### src/hw/rtl/trb_pkg.sv
// ----------------------------------------------------------------------------
// trb_pkg
// Types, sizes and codes shared by the timestamped ring buffer modules.
// ----------------------------------------------------------------------------
`default_nettype none

package trb_pkg;

  localparam int unsigned Depth        = 64;
  localparam int unsigned PayloadWidth = 32;
  localparam int unsigned StampWidth   = 64;
  localparam int unsigned IdxW         = $clog2(Depth);
  localparam int unsigned CntW         = $clog2(Depth + 1);
  localparam int unsigned RsW          = 7;
  localparam int unsigned WideW        = (CntW > RsW) ? CntW : RsW;
  localparam int unsigned EntryW       = StampWidth + PayloadWidth;

  localparam logic [RsW-1:0] RingSizeReset = 7'd64;

  localparam logic [1:0] ReqInsert = 2'd0;
  localparam logic [1:0] ReqRead   = 2'd1;
  localparam logic [1:0] ReqFind   = 2'd2;

  typedef enum logic [3:0] {
    StOk        = 4'd0,
    StOrder     = 4'd1,
    StBeyond    = 4'd2,
    StNotFilled = 4'd3,
    StBadStamp  = 4'd4,
    StTooFew    = 4'd5,
    StTooNew    = 4'd6,
    StTooOld    = 4'd7,
    StNotFound  = 4'd8
  } trb_status_e;

  typedef struct packed {
    logic [1:0]                   req_type;
    logic signed [StampWidth-1:0] stamp;
    logic [31:0]                  payload_in;
    logic [5:0]                   age_position;
  } trb_req_t;

  typedef struct packed {
    logic [3:0]                   status;
    logic signed [StampWidth-1:0] stamp_out;
    logic [31:0]                  payload_out;
  } trb_rsp_t;

  // Controller to datapath
  typedef struct packed {
    logic        capture;
    logic        cfg_wr;
    logic        insert;
    logic        rd_age;
    logic        rd_oldest;
    logic        walk_start;
    logic        walk_step;
    logic        emit;
    logic        emit_data;
    trb_status_e emit_status;
  } trb_cmd_t;

  // Datapath to controller
  typedef struct packed {
    logic [1:0] req_type;
    logic       ins_ok;
    logic       rd_beyond;
    logic       rd_notfilled;
    logic       fd_bad;
    logic       fd_toofew;
    logic       fd_toonew;
    logic       too_old;
    logic       match;
    logic       walk_last;
  } trb_sts_t;

endpackage

`default_nettype wire

### src/hw/rtl/trb_ctrl.sv
// ----------------------------------------------------------------------------
// trb_ctrl
// Request sequencer: decode, memory read, oldest-entry check and walk.
// ----------------------------------------------------------------------------
`default_nettype none

module trb_ctrl (
  input  wire logic              clk_i,
  input  wire logic              rst_ni,
  input  wire logic              start,
  output logic                   busy,
  input  wire logic              cfg_valid_i,
  output logic                   cfg_ready_o,
  input  wire trb_pkg::trb_sts_t sts_i,
  output trb_pkg::trb_cmd_t      cmd_o
);

  import trb_pkg::*;

  typedef enum logic [2:0] {
    S_IDLE,
    S_DECODE,
    S_READ,
    S_OLDEST,
    S_WALK
  } state_e;

  state_e state_q, state_d;

  always_ff @(posedge clk_i or negedge rst_ni) begin
    if (!rst_ni) begin
      state_q <= S_IDLE;
    end else begin
      state_q <= state_d;
    end
  end

  assign busy        = (state_q != S_IDLE);
  assign cfg_ready_o = (state_q == S_IDLE);

  always_comb begin
    state_d = state_q;
    cmd_o   = '0;
    cmd_o.emit_status = StNotFound;
    case (state_q)
      S_IDLE: begin
        cmd_o.cfg_wr = cfg_valid_i;
        if (start) begin
          cmd_o.capture = 1'b1;
          state_d       = S_DECODE;
        end
      end
      S_DECODE: begin
        state_d = S_IDLE;
        case (sts_i.req_type)
          ReqInsert: begin
            cmd_o.insert      = sts_i.ins_ok;
            cmd_o.emit        = 1'b1;
            cmd_o.emit_status = sts_i.ins_ok ? StOk : StOrder;
          end
          ReqRead: begin
            if (sts_i.rd_beyond) begin
              cmd_o.emit        = 1'b1;
              cmd_o.emit_status = StBeyond;
            end else if (sts_i.rd_notfilled) begin
              cmd_o.emit        = 1'b1;
              cmd_o.emit_status = StNotFilled;
            end else begin
              cmd_o.rd_age = 1'b1;
              state_d      = S_READ;
            end
          end
          ReqFind: begin
            if (sts_i.fd_bad) begin
              cmd_o.emit        = 1'b1;
              cmd_o.emit_status = StBadStamp;
            end else if (sts_i.fd_toofew) begin
              cmd_o.emit        = 1'b1;
              cmd_o.emit_status = StTooFew;
            end else if (sts_i.fd_toonew) begin
              cmd_o.emit        = 1'b1;
              cmd_o.emit_status = StTooNew;
            end else begin
              cmd_o.rd_oldest = 1'b1;
              state_d         = S_OLDEST;
            end
          end
          default: begin
            cmd_o.emit        = 1'b1;
            cmd_o.emit_status = StNotFound;
          end
        endcase
      end
      S_READ: begin
        cmd_o.emit        = 1'b1;
        cmd_o.emit_data   = 1'b1;
        cmd_o.emit_status = StOk;
        state_d           = S_IDLE;
      end
      S_OLDEST: begin
        if (sts_i.too_old) begin
          cmd_o.emit        = 1'b1;
          cmd_o.emit_status = StTooOld;
          state_d           = S_IDLE;
        end else begin
          cmd_o.walk_start = 1'b1;
          state_d          = S_WALK;
        end
      end
      S_WALK: begin
        if (sts_i.match) begin
          cmd_o.emit        = 1'b1;
          cmd_o.emit_data   = 1'b1;
          cmd_o.emit_status = StOk;
          state_d           = S_IDLE;
        end else if (sts_i.walk_last) begin
          cmd_o.emit        = 1'b1;
          cmd_o.emit_status = StNotFound;
          state_d           = S_IDLE;
        end else begin
          cmd_o.walk_step = 1'b1;
        end
      end
      default: begin
        state_d = S_IDLE;
      end
    endcase
  end

endmodule

`default_nettype wire

### config.mk
export PLATFORM = sky130hd
export DESIGN_NAME = trb_ctrl
export DESIGN_NICKNAME = d
export VERILOG_FILES = /design/src/hw/rtl/trb_pkg.sv /design/src/hw/rtl/trb_ctrl.sv
export SDC_FILE = /design/constraint.sdc
export NUM_CORES = 1
export LEC_CHECK = 0
export ABC_AREA = 1
export BUFFER_PORTS_ARGS = -buffer_cell sky130_fd_sc_hd__buf_2
export CORE_AREA = 2 2 39 41
export CTS_BUF_LIST = sky130_fd_sc_hd__clkbuf_4 sky130_fd_sc_hd__clkbuf_8
export DETAILED_ROUTE_END_ITERATION = 6
export DIE_AREA = 0 0 41 43
export PLACE_DENSITY = 0.71
export SETUP_SLACK_MARGIN = 0.2
export SYNTH_ARGS = -nofsm -noshare
export SYNTH_HDL_FRONTEND = slang
export SYNTH_SLANG_ARGS = --single-unit
### constraint.sdc
create_clock -name clk_i -period 1.8 [get_ports clk_i]
set_clock_uncertainty 0.15 [all_clocks]
set_input_delay 0.27 -clock clk_i [delete_from_list [all_inputs] [get_ports clk_i]]
set_output_delay 0.27 -clock clk_i [all_outputs]
set_load 0.01 [all_outputs]
==> run summary, run 1 <==
Combinational share of power: 68.6%
# setup viols final: 0
H-tree levels: 1
Largest register FFs: 3
Slew @ Worst Pin: 245 ps
Setup tns final: 0 ps
Cts bufs inserted: 3
Crit path kind: reg -> out
Cell Int Power: 429 µW
Io pins: 30
Crit-path cells: inv_2 > nor2_4 > nand3_1 > nand2_1 > nor2_1 > nand2_1 > buf_2
Setup slack, reg-to-reg: 400 ps
Initial antenna violation count: 0
YS warnings: 0
Vias in the first global route: 557
Max-cap viol count: 0
Pwr Total: 755 µW
CP dominant cell by count: nand2_1
Wire length per cell: 9.47 µm
Worst Setup End Kind: output pin
Clk network pwr share: 17.8%
Worst min-delay path category: in -> async
Clk slew on worst S/H paths: 40 ps
Crit Reg-Reg Startpoint: state_q[2]
Commonest non-fill, non-tap cell in the layout: buf_2
DR vias: 638
Fillcell total: 142
Final WL: 1.35 mm
Area delta synth->final: 61.1%
DRT iter0 DRCs: 5
Number of distinct library cells after synthesis: 16
Reg-to-reg critical path endpoint: state_q[0]
Leak: 0.505 nW
Slowest CP cell: dfrtp_2
Core area: 1380 µm²
Largest cells by area after synthesis: nand2_1 19%, dfrtp_1 15%, nand3_1 11%
Final-stage net count: 146
Delay of the slowest cell on the worst path: 430 ps
Synth area leader: nand2_1
VDD IR-drop max: 0.000366 V
Max transition margin: 83.5%
Leading cell types in the layout, fill and taps excluded: 28 x buf_2, 26 x nand2_1, 12 x inv_1
Global placer's final weighted congestion: 0.732
CTS tree: yes
Global route total overflow: 0
Port bufs: 29
Syn avg cell area: 5.77 µm²
Via density: 4.49
Final period util: 94.0%
Seq pwr share: 13.5%
Sw Ratio: 43.2%
Largest net degree at the start of global routing: 8
Drt pass-1 iters: 4
Sequential share of the synthesized area: 15.0%
Startpoint Class: flop
Utilization after layout: 58.4%
Worst path required time: 1380 ps
Initial core utilization: 36.3%
Min Tclk post-route: 1690 ps
Worst-Skew Late Latency: 240 ps
DP Area: 656 µm²
Global-route usage over all layers: 17.6%
Die height: 43 µm
Status: finished clean
Global-route wire length before repair: 2.13 mm
Net Count, Synth: 106
Largest regs: state_q: 3 flops
N_diodes: 0
Mapped Cells: 87
Final Max Tran Viols: 0
DP HPWL: 1.02 mm
# DRC: 0
Top cell type's share of synthesized area: 19.5%
Power per cell area: 934 nW/µm²
Most flop-heavy register: state_q
Final antenna-violating net count: 0
Fmax achieved: 0.591 GHz
Maximum fanout along the worst path: 3
Clock Sinks: 3
Root Buffer Master: clkbuf_4
Worst R2R Path Depth: 7
Clk buf depth: 2
Die area: 1760 µm²
Worst Path Arrival: 1270 ps
RSZ-0062 raised after global routing: yes
Post-Syn Area: 502 µm²
Post-route design area: 808 µm²
Share of cells above drive strength 1: 49.2%
Sw power: 326 µW
Die width: 41 µm
Number of cell rows: 14
FF+latch count, synth: 3
Count of final hold-check violations: 0
## final cells by class
type	instances	area [µm²]	area share, %
Sequential cell	3	78.8	9.75
Timing Repair Buffer	36	214	26.5
Tap cell	16	20.0	2.48
Inverter	16	65.1	8.05
Multi-Input combinational cell	67	400	49.5
Clock buffer	4	30.0	3.72
## power groups by stage
stage | sequential (mW) | clock (mW) | combinational, mW
after floorplan | 0.0946 | 0 | 0.244
after global placement | 0.0970 | 0 | 0.351
after detailed placement | 0.0978 | 0 | 0.357
after CTS | 0.102 | 0.139 | 0.458
after global routing | 0.106 | 0.140 | 0.576
final | 0.102 | 0.135 | 0.518
## kinds of logic after synthesis
kind of cell    after synthesis  synth area share (%)
fa+ha+maj                     4                  9.98
buf+inv                      17                  15.2
flops                         3                  15.0
simple gates                 59                  53.9
compound gates                4                  5.99
## per-layer routing
layer	vias to the layer above	track usage [%]	share of wire [%]
li1	343	-	-
met1	273	18.9	37
met2	20	30.6	56
met3	2	3.14	4.8
met4	0	8.00	1.3
met5	-	0	0
## cell usage after synthesis
library cell,number
nor2_1,13
o21ai_0,2
ha_1,4
buf_6,1
inv_2,3
nand3_2,1
clkinv_4,1
dfrtp_1,3
nand3_1,11
a21boi_2,1
nor2_2,4
inv_1,12
nor2_4,1
nand2_1,26
a21oi_2,1
nand3b_1,3
## worst max-delay path by stage
| stage | startpoint | to | cells after the start |
|---|---|---|---|
| floorplan | state_q[0] | cmd_o[11] | 5 |
| global placement | sts_i[9] | cmd_o[3] | 8 |
| detailed placement | sts_i[9] | cmd_o[3] | 8 |
| CTS | state_q[0] | cmd_o[3] | 7 |
| global route | state_q[0] | cmd_o[3] | 7 |
| finish | state_q[0] | cmd_o[3] | 7 |
## repair_timing
item / in CTS / in global routing
buffers inserted: 4 / 2
setup endpoints to repair: 13 / 15
hold buffers: 1 / 0
hold endpoints to repair: 3 / 0
gates resized for setup: 9 / 9
pin swaps: 5 / 3
## stage by stage
stage,hold WS [ps],instances,setup WS (ps)
after floorplan,-176,87,395
after global placement,-84.2,131,193
after detailed placement,-83.9,131,171
after CTS,199,140,105
after global routing,218,142,3.84
final,203,142,108
## critical path, delay by kind of cell, from the launching register on
| kind | cells | cell delay [ps] |
|---|---|---|
| buf+inv | 2 | 230 |
| flops | 1 | 430 |
| simple gates | 5 | 380 |
Power figures use the tool's default switching activity.
==> inputs of run 2 (changes only) <==
--- a/config.mk
+++ b/config.mk
@@ -7,11 +7,13 @@
 export LEC_CHECK = 0
 export ABC_AREA = 1
 export BUFFER_PORTS_ARGS = -buffer_cell sky130_fd_sc_hd__buf_2
-export CORE_AREA = 2 2 39 41
+export CELL_PAD_IN_SITES_DETAIL_PLACEMENT = 0
+export CELL_PAD_IN_SITES_GLOBAL_PLACEMENT = 1
+export CORE_MARGIN = 2
+export CORE_UTILIZATION = 29
 export CTS_BUF_LIST = sky130_fd_sc_hd__clkbuf_4 sky130_fd_sc_hd__clkbuf_8
 export DETAILED_ROUTE_END_ITERATION = 6
-export DIE_AREA = 0 0 41 43
-export PLACE_DENSITY = 0.71
+export PLACE_DENSITY_LB_ADDON = 0.1
 export SETUP_SLACK_MARGIN = 0.2
 export SYNTH_ARGS = -nofsm -noshare
 export SYNTH_HDL_FRONTEND = slang
==> constraint.sdc (replaced) <==
create_clock -name clk_i -period 2 [get_ports clk_i]
set_clock_uncertainty 0.15 [all_clocks]
set_input_delay 0.3 -clock clk_i [delete_from_list [all_inputs] [get_ports clk_i]]
set_output_delay 0.3 -clock clk_i [all_outputs]
set_load 0.01 [all_outputs]
==> run 2 against run 1 <==
  * Sequential power shrank 8%
  * Combinational power shrank 13%
  * Total power shrank 12%
  * Register-to-register slack gained 300 ps
  * Via count grew 1.3%
  * Die area grew 18%
  * Routed wire length grew 4.7%
  * Hold slack gained 42 ps
  * Core utilization shrank 11 points
  * Critical path depth is the same
  * Sequential cell count is the same
==> run summary, run 2 (synthesis results as in run 1) <==
DP HPWL: 1.12 mm
Maximum fanout along the worst path: 5
Crit path kind: reg -> out
H-tree levels: 1
Final-stage net count: 147
Crit Reg-Reg Startpoint: state_q[2]
Slew @ Worst Pin: 258 ps
Setup WS post-layout: 256 ps
Largest regs: state_q: 3 flops
Min Tclk post-route: 1740 ps
Worst min-delay path category: in -> async
Placement Setup Slack: 302 ps
Combinational share of power: 67.9%
Seq pwr share: 14.1%
# setup viols final: 0
CTS tree: yes
Global placer's final weighted congestion: 0.754
Vias in the first global route: 554
Status: finished clean
Global-route usage over all layers: 13.4%
Delay-heaviest family, CP: flip-flops
Largest register FFs: 3
Crit path buffers/inverters: 2
Worst Path Arrival: 1290 ps
Max-cap viol count: 0
Clk buf depth: 2
Io pins: 30
Max transition margin: 82.6%
Fmax achieved: 0.573 GHz
Count of final hold-check violations: 0
Global-route wire length before repair: 2.04 mm
Clk slew on worst S/H paths: 40 ps
Slowest CP cell: dfrtp_2
Sw Ratio: 43.3%
Die area: 2080 µm²
Leading cell types in the layout, fill and taps excluded: 29 x buf_2, 26 x nand2_1, 13 x nor2_1
Fillcell total: 187
Largest net degree at the start of global routing: 9
Number of cell rows: 15
Wire length per cell: 9.78 µm
Initial antenna violation count: 0
Clk network pwr share: 18.0%
Cell Int Power: 374 µW
Final period util: 87.2%
Final antenna-violating net count: 0
Clock Sinks: 3
Worst-Skew Late Latency: 230 ps
VDD IR-drop max: 0.000357 V
Worst R2R Path Depth: 6
Delay of the slowest cell on the worst path: 430 ps
Die height: 45.6 µm
Worst path required time: 1550 ps
Global route total overflow: 0
Area delta synth->final: 58.6%
Share of cells above drive strength 1: 46.5%
Crit-path cells: nor2_4 > buf_4 > nand3b_1 > nand2_1 > nor2_1 > nand2_1 > buf_2
Worst Setup End Kind: output pin
Final WL: 1.41 mm
Sw power: 286 µW
Leak: 0.502 nW
N_diodes: 0
Pwr Total: 661 µW
CP dominant cell by count: nand2_1
Via density: 4.49
Setup tns final: 0 ps
Power per cell area: 831 nW/µm²
Final Max Tran Viols: 0
DRT iter0 DRCs: 7
Setup slack, reg-to-reg: 700 ps
Initial core utilization: 30.0%
Commonest non-fill, non-tap cell in the layout: buf_2
Port bufs: 29
Drt pass-1 iters: 4
Die width: 45.6 µm
Startpoint Class: flop
Cts bufs inserted: 3
# DRC: 0
Root Buffer Master: clkbuf_4
RSZ-0062 raised after global routing: yes
Core area: 1670 µm²
Most flop-heavy register: state_q
DR vias: 646
Reg-to-reg critical path endpoint: state_q[0]
[run 2: cell count changes in the layout (fill, tap and decap cells not counted)]
cell / change
nand3_4: +1
buf_2: +1
buf_6: -3
nor2_4: -1
buf_4: +3
nor2_1: +4
nand3_2: -1
nor2_2: -3
[run 2: worst max path at each step]
stage,startpoint,to,cells after the start
detailed placement,sts_i[9],cmd_o[3],8
finish,state_q[0],cmd_o[3],7
global route,state_q[0],cmd_o[3],7
global placement,sts_i[9],cmd_o[3],8
floorplan,state_q[0],cmd_o[11],5
CTS,state_q[1],cmd_o[3],7
[run 2: area by class of cell]
class | instances | area, µm² | share of cell area (%)
clock buffer | 4 | 30.0 | 3.77
inverter | 16 | 65.1 | 8.18
multi-input combinational | 67 | 393 | 49.4
sequential | 3 | 78.8 | 9.91
tap | 17 | 21.3 | 2.67
timing repair buffer | 37 | 208 | 26.1
[run 2: per-layer routing]
metal | track usage [%] | vias up | part of all wire, %
li1 | - | 345 | -
met1 | 13.8 | 280 | 40
met2 | 25.6 | 19 | 55
met3 | 0.397 | 2 | 3.8
met4 | 8.82 | 0 | 0.92
met5 | 0 | - | 0
[run 2: worst reg2reg max path, cell delays in order (launching register included)]
cell and delay [ps]:
dfrtp_2 480, clkinv_4 90, nand3_4 90, buf_4 160, nor2_2 90, nand2_1 70, a21oi_2 100
[run 2: metrics by stage]
step / cells / utilization [%] / instance area (µm²) / hold WS (ps)
after floorplan: 87 / - / 502 / -146
after global placement: 132 / 39.3 / 657 / -56.0
after detailed placement: 132 / 39.3 / 657 / -52.6
after CTS: 137 / 42.5 / 711 / 232
after global routing: 144 / 47.6 / 796 / 253
final: 144 / 47.6 / 796 / 244
[run 2: power by group through the flow]
stage               Combinational, mW  Clock, mW  Sequential (mW)
finish                          0.449      0.119           0.0935
floorplan                       0.220          0           0.0851
global route                    0.499      0.134           0.0939
detailed placement              0.327          0           0.0894
CTS                             0.342      0.123           0.0921
global placement                0.328          0           0.0878
[run 2: timing repair]
action | 4_1_cts | 5_1_grt
pin swaps | 0 | 5
buffers inserted | 0 | 7
setup endpoints to repair | 5 | 6
resized for setup | 3 | 8
hold buffers | 1 | 0
endpoints found under the hold margin | 3 | 0
==> inputs of run 3 (changes only) <==
--- a/config.mk
+++ b/config.mk
@@ -9,8 +9,9 @@
 export BUFFER_PORTS_ARGS = -buffer_cell sky130_fd_sc_hd__buf_2
 export CELL_PAD_IN_SITES_DETAIL_PLACEMENT = 0
 export CELL_PAD_IN_SITES_GLOBAL_PLACEMENT = 1
+export CORE_ASPECT_RATIO = 1.4
 export CORE_MARGIN = 2
-export CORE_UTILIZATION = 29
+export CORE_UTILIZATION = 27
 export CTS_BUF_LIST = sky130_fd_sc_hd__clkbuf_4 sky130_fd_sc_hd__clkbuf_8
 export DETAILED_ROUTE_END_ITERATION = 6
 export PLACE_DENSITY_LB_ADDON = 0.1
==> constraint.sdc (replaced) <==
create_clock -name clk_i -period 1.65 [get_ports clk_i]
set_clock_uncertainty 0.15 [all_clocks]
set_input_delay 0.2475 -clock clk_i [delete_from_list [all_inputs] [get_ports clk_i]]
set_output_delay 0.2475 -clock clk_i [all_outputs]
set_load 0.01 [all_outputs]
==> run 3 against run 2 <==
  * The flow now finishes with violations (setup timing)
  * Combinational power rose by 45%
  * Die area rose by 7.0%
  * Via count grew 2.9%
  * Critical path depth unchanged
  * Register-to-register slack worse by 470 ps
  * Design area grew 12%
  * Critical endpoint unchanged
  * Largest power group unchanged
==> run summary, run 3 (synthesis results as in run 1) <==
Final Max Tran Viols: 0
Count of final hold-check violations: 0
Leading cell types in the layout, fill and taps excluded: 25 x buf_2, 24 x nand2_1, 12 x inv_1
Failing checks: setup timing
Status: complete, but fails checks
Initial antenna violation count: 0
Slowest CP cell: dfrtp_2
Min Tclk post-route: 1690 ps
Global placer's final weighted congestion: 0.683
Global route total overflow: 0
CTS tree: yes
# DRC: 0
Most flop-heavy register: state_q
Clock Sinks: 3
Crit-path cells: nor2_4 > nand2_1 > nand2_1 > nor2_1 > nor2_1 > nand2_1 > buf_2
DR vias: 665
Cell Int Power: 514 µW
Worst path required time: 1250 ps
RSZ-0062 raised after global routing: yes
Largest register FFs: 3
Clk network pwr share: 15.9%
Largest regs: state_q: 3 flops
Sw power: 395 µW
Via density: 4.46
Startpoint Class: flop
Clk buf depth: 2
Pwr Total: 909 µW
VDD IR-drop max: 0.000561 V
Port bufs: 29
Core area: 1760 µm²
Final antenna-violating net count: 0
Worst Path Arrival: 1290 ps
Delay of the slowest cell on the worst path: 450 ps
Final-stage net count: 149
Die area: 2220 µm²
Combinational share of power: 71.6%
Global-route wire length before repair: 2.46 mm
Max-cap viol count: 0
Cts bufs inserted: 3
Final WL: 1.63 mm
DP Area: 676 µm²
Placement Setup Slack: 32.4 ps
Max transition margin: 84.2%
Worst min-delay path category: in -> async
Post-route design area: 895 µm²
Slew @ Worst Pin: 235 ps
Initial core utilization: 28.6%
Crit path kind: reg -> out
# setup viols final: 3
Die height: 55.0 µm
Vias in the first global route: 619
N_diodes: 0
Area delta synth->final: 78.3%
Clk slew on worst S/H paths: 40 ps
Wire length per cell: 10.9 µm
Seq pwr share: 12.5%
Commonest non-fill, non-tap cell in the layout: buf_2
Final period util: 102%
Fmax achieved: 0.592 GHz
DP HPWL: 1.20 mm
Sw Ratio: 43.5%
Worst Setup End Kind: output pin
Largest net degree at the start of global routing: 6
DRT iter0 DRCs: 10
Utilization after layout: 50.9%
Power per cell area: 1020 nW/µm²
Global-route usage over all layers: 16.2%
Maximum fanout along the worst path: 5
CP dominant cell by count: nand2_1
Final cell count without fillers: 149
Die width: 40.4 µm
Root Buffer Master: clkbuf_4
Leak: 0.528 nW
Setup WS post-layout: -38.7 ps
Worst-Skew Late Latency: 230 ps
Inst Count DP: 137
Io pins: 30
H-tree levels: 1
Drt pass-1 iters: 4
Number of cell rows: 18
Share of cells above drive strength 1: 51.9%
run 3: per-layer routing:
metal	track usage [%]	part of all wire, %	vias to the layer above
met3	1.20	4.0	2
li1	-	-	350
met4	6.67	0.55	0
met1	14.9	35	295
met5	0	0	-
met2	33.6	61	18
run 3: worst paths after layout:
kind / startpoint / end / slack, ps / cells after the start
max in group asynchronous: rst_ni / state_q[0] / 1050 / 2
hold reg to reg: state_q[2] / state_q[2] / 550 / 3
setup reg to reg: state_q[1] / state_q[0] / 230 / 7
min in group clk_i: start / state_q[0] / 200 / 5
setup / recovery: state_q[1] / cmd_o[3] / -40 / 7
hold / removal: rst_ni / state_q[2] / 180 / 2
run 3: worst max-delay path: cells and delay by family, from the launching register on:
kind / cells / cell delay [ps]
flops: 1 / 450
simple gates: 6 / 490
buf+inv: 1 / 130
run 3: stage by stage:
step | hold slack [ps] | setup TNS, ps
finish | 182 | -42.0
global route | 190 | -749
CTS | 181 | -59.8
detailed placement | -107 | 0
global placement | -109 | 0
floorplan | -198 | 0
run 3: timing repair:
| action | in CTS | in global routing |
|---|---|---|
| endpoints found under the hold margin | 3 | 0 |
| buffers inserted | 6 | 1 |
| hold buffers | 1 | 0 |
| pin swaps | 4 | 7 |
| endpoints found under the setup margin | 15 | 16 |
| resized for setup | 16 | 13 |
run 3: power by group through the flow:
| stage | Combinational (mW) | Clock [mW] | Sequential, mW |
|---|---|---|---|
| floorplan | 0.267 | 0 | 0.103 |
| global route | 0.718 | 0.156 | 0.115 |
| global placement | 0.420 | 0 | 0.107 |
| finish | 0.651 | 0.145 | 0.113 |
| CTS | 0.550 | 0.148 | 0.118 |
| detailed placement | 0.419 | 0 | 0.108 |
run 3: layout make-up:
class                      count  area [µm²]
clock buffer                   4        30.0
multi-input combinational     67         433
fill                         202         862
inverter                      16        65.1
sequential                     3        78.8
timing repair buffer          39         263
tap                           20        25.0
